$ cat config.mk
export PLATFORM = sky130hd
export DESIGN_NAME = bf3w_cell
export DESIGN_NICKNAME = d
export VERILOG_FILES = /design/src/bf3w_pkg.sv /design/src/bf3w_cell.sv
export SDC_FILE = /design/constraint.sdc
export NUM_CORES = 1
export LEC_CHECK = 0
export ABC_AREA = 0
export BUFFER_PORTS_ARGS = -buffer_cell sky130_fd_sc_hd__buf_2
export CAP_MARGIN = 20
export CELL_PAD_IN_SITES_DETAIL_PLACEMENT = 1
export CELL_PAD_IN_SITES_GLOBAL_PLACEMENT = 1
export CORE_MARGIN = 5
export CORE_UTILIZATION = 36
export CTS_CLUSTER_SIZE = 14
export DETAILED_ROUTE_END_ITERATION = 10
export GPL_ROUTABILITY_DRIVEN = 0
export GPL_TIMING_DRIVEN = 0
export PLACE_DENSITY = 0.92
export REMOVE_ABC_BUFFERS = 1
export SYNTH_ARGS = -nofsm -noshare
export SYNTH_HDL_FRONTEND = slang
export SYNTH_SLANG_ARGS = --single-unit
$ cat constraint.sdc
create_clock -name clk -period 1.6 [get_ports clk]
set_input_delay 0.4 -clock clk [delete_from_list [all_inputs] [get_ports clk]]
set_output_delay 0.4 -clock clk [all_outputs]
set_load 0.01 [all_outputs]
$ cat src/bf3w_pkg.sv
// Shared constants and types for the 3x3 box filter window core.
package bf3w_pkg;

    // Frame limits and pixel format.
    localparam int MAX_WIDTH    = 1024;
    localparam int MAX_HEIGHT   = 1024;
    localparam int PIXEL_BITS   = 16;
    localparam int MIN_SIZE     = 3;

    // Derived widths.
    localparam int ADDR_BITS    = $clog2(MAX_WIDTH);
    localparam int ROW_BITS     = $clog2(MAX_HEIGHT);
    localparam int SIZE_BITS    = 11;
    localparam int POS_BITS     = 10;
    localparam int COL_SUM_BITS = PIXEL_BITS + 2;
    localparam int SUM_BITS     = PIXEL_BITS + 4;
    localparam int CFG_IDX_BITS = 8;

    // Configuration register indexes.
    localparam logic [CFG_IDX_BITS-1:0] REG_FRAME_WIDTH  = CFG_IDX_BITS'(0);
    localparam logic [CFG_IDX_BITS-1:0] REG_FRAME_HEIGHT = CFG_IDX_BITS'(1);

    // One line store entry: the pixel two rows up and the pixel one row up.
    typedef struct packed {
        logic signed [PIXEL_BITS-1:0] upper;
        logic signed [PIXEL_BITS-1:0] middle;
    } line_pair_t;

    // Control carried along with a pixel through the pipeline.
    typedef struct packed {
        logic                has_result;
        logic                last;
        logic [POS_BITS-1:0] row;
        logic [POS_BITS-1:0] col;
    } pix_meta_t;

    // Control for one cell of the window row.
    typedef struct packed {
        logic shift_en;
    } cell_ctrl_t;

endpackage

$ cat src/bf3w_cell.sv
// One window column cell: holds the sum of a three-pixel column and passes it on.
module bf3w_cell (
    input  logic                                     clk,
    input  logic                                     rst_n,
    input  bf3w_pkg::cell_ctrl_t                     ctrl,
    input  logic signed [bf3w_pkg::COL_SUM_BITS-1:0] sum_in,
    output logic signed [bf3w_pkg::COL_SUM_BITS-1:0] sum_out
);
    import bf3w_pkg::*;

    logic signed [COL_SUM_BITS-1:0] sum_reg;

    // Take the neighbor's column whenever the window slides.
    always_ff @(posedge clk or negedge rst_n)
    begin
        if (!rst_n)
        begin
            sum_reg <= '0;
        end
        else if (ctrl.shift_en)
        begin
            sum_reg <= sum_in;
        end
    end

    assign sum_out = sum_reg;

endmodule

==> metrics.md <==
| Metric | Value |
|---|---|
| Status | `complete, no violations` |
| Slew Limit Fails | `0` |
| # nets final | `100` |
| Area of the mapped netlist | `722 µm²` |
| Fin Setup TNS | `0 ps` |
| Post-Syn Area per Cell | `19.0 µm²` |
| Initial antenna violation count | `0` |
| Root Driver | `clkbuf_4` |
| Cell total after placement | `101` |
| Post-Route WL | `1600 µm` |
| Number of global-route vias before repair | `about 600` |
| Max reg flops | `18` |
| Area of the die | `3000 µm²` |
| Die H | `54.8 µm` |
| Core Area | `1940 µm²` |
| Pwr dens | `1030 nW/µm²` |
| Arr. time, crit path | `840 ps` |
| Leak | `0.000495 µW` |
| # Post-CTS Setup Buffers | `0` |
| Layout cells sized above 1 | `0.769` |
| Drt pass-1 iters | `1` |
| Final hold violations | `0` |
| Filler cells | `roughly 220` |
| Worst setup EP type | `output pin` |
| DRC viols | `0` |
| Clock buffer depth | `2` |
| GRT Util Overall | `0.128` |
| Rows | `16` |
| CTS tree | `done` |
| RSZ-0062 raised after global routing | `false` |
| Final HPWL DP | `1270 µm` |
| Reg-to-reg setup timing slack | `830 ps` |
| Finished Layout Cells | `around 110` |
| Sequential fraction of the synthesis area | `0.624` |
| Fin crit share | `0.773` |
| Fin crit period | `~1200 ps` |
| Area delta synth->final | `31.7%` |
| Fmax | `809 MHz` |
| Relative slew margins | `0.682` |
| CTS sink count | `18` |
| Crit path largest cell delay | `400 ps` |
| DRT antenna net count | `0` |
| Die Wd | `54.8 µm` |
| Clock-pin slew on the worst setup and hold paths | `100 ps` |
| FF-to-FF path depth | `1` |
| # setup viols final | `0` |
| Critical path, cell by cell | `buf_2` |
| Skew final | `0 ps` |
| Port bufs | `38` |
| Avg Vias per Cell | `4.59` |
| Synth warn | `0` |
| Reg2reg start | `sum_out[7]` |
| R2r endpoint | `sum_out[7]` |
| Crit path buffers/inverters | `1` |
| Synth unique cells | `5` |
| 1st-iter DRT viols | `0` |
| Worst-path maximum fanout | `2` |
| DR vias | `482` |
| CP max stage cell | `dfrtp_1` |
| Starting Density | `0.372` |
| Total number of H-tree levels | `1` |
| Peak supply drop | `509 µV` |
| Ant. Diodes | `0` |
| CP Launch Type | `flop` |
| Tightest Hold Check Type | `input pin to async pin` |
| Critical path's top delay family | `flip-flops` |
| Hold Slack | `roughly 10 ps` |
| Largest net degree at the start of global routing | `19` |
| Max-Cap Viols | `0` |
| WL/cell | `between 15 and 20 µm` |
| CTS Hold Buffers Added | `0` |
| CP required | `1200 ps` |
| FF+latch count, synth | `18` |
| Ports | `39` |
| Worst-skew pair later-pin latency | `around 290 ps` |
| Cts bufs inserted | `3` |
| Worst-margin pin slew | `about 480 ps` |
| Grt ovf | `0` |
| Resized Gates After CTS | `0` |
| Post-Syn Instances | `38` |
| Global-route wire length before repair | `approximately 2600 µm` |
| Kind of critical path | `flop to output pin` |
Yosys cell counts:
library cell	instances	area, µm²
mux2_4	10	150
buf_12	1	20.0
buf_6	1	11.3
mux2_2	8	90.1
dfrtp_1	18	450
final cells by class:
class	count	area (µm²)	area share
sequential	18	450	0.474
multi-input combinational	18	240	0.253
timing repair buffer	38	190	0.200
clock buffer	4	36.3	0.0382
tap	27	33.8	0.0355
cells in the final DEF (no fill, tap or decap):
cell | Yosys | final
mux2_4 | 10 | 10
buf_2 | 0 | 38
clkbuf_8 | 0 | 1
dfrtp_1 | 18 | 18
clkbuf_4 | 0 | 3
mux2_2 | 8 | 8
kinds of logic after synthesis:
family	share of synthesized area
buf+inv	0.0433
mux	0.333
flops	0.624
metal layers:
layer	routed length, µm	share of wire	global-route usage	vias to the layer above
met4	30	0.019	0.0747	0
met3	177	0.11	0.0599	3
li1	-	-	-	209
met1	548	0.34	0.126	243
met5	0	0	0	-
met2	843	0.53	0.217	27
stage by stage:
step	utilization	total power [µW]	worst slack (ps)	cell area, µm²
finish	0.490	982	364	951
detailed placement	0.471	718	259	915
floorplan	-	617	778	691
global placement	0.471	706	292	915
global route	0.490	1040	303	951
CTS	0.490	1010	333	951
how the worst max path moves through the flow:
| stage | from | endpoint | slack, ps | cells after the start |
|---|---|---|---|---|
| finish | sum_out[7] | sum_out[7] | 360 | 1 |
| global route | sum_out[7] | sum_out[7] | 300 | 1 |
| CTS | sum_out[7] | sum_out[7] | 330 | 1 |
| detailed placement | ctrl | sum_out[0] | 260 | 2 |
| global placement | ctrl | sum_out[15] | 290 | 2 |
| floorplan | ctrl | sum_out[0] | 780 | 1 |
power breakdown:
group          total (µW)  switching, µW  internal (µW)
Clock                 278            139            139
Sequential            523           22.9            500
Combinational         181           79.1            102
Note: power is estimated with default switching activity, not from simulation.
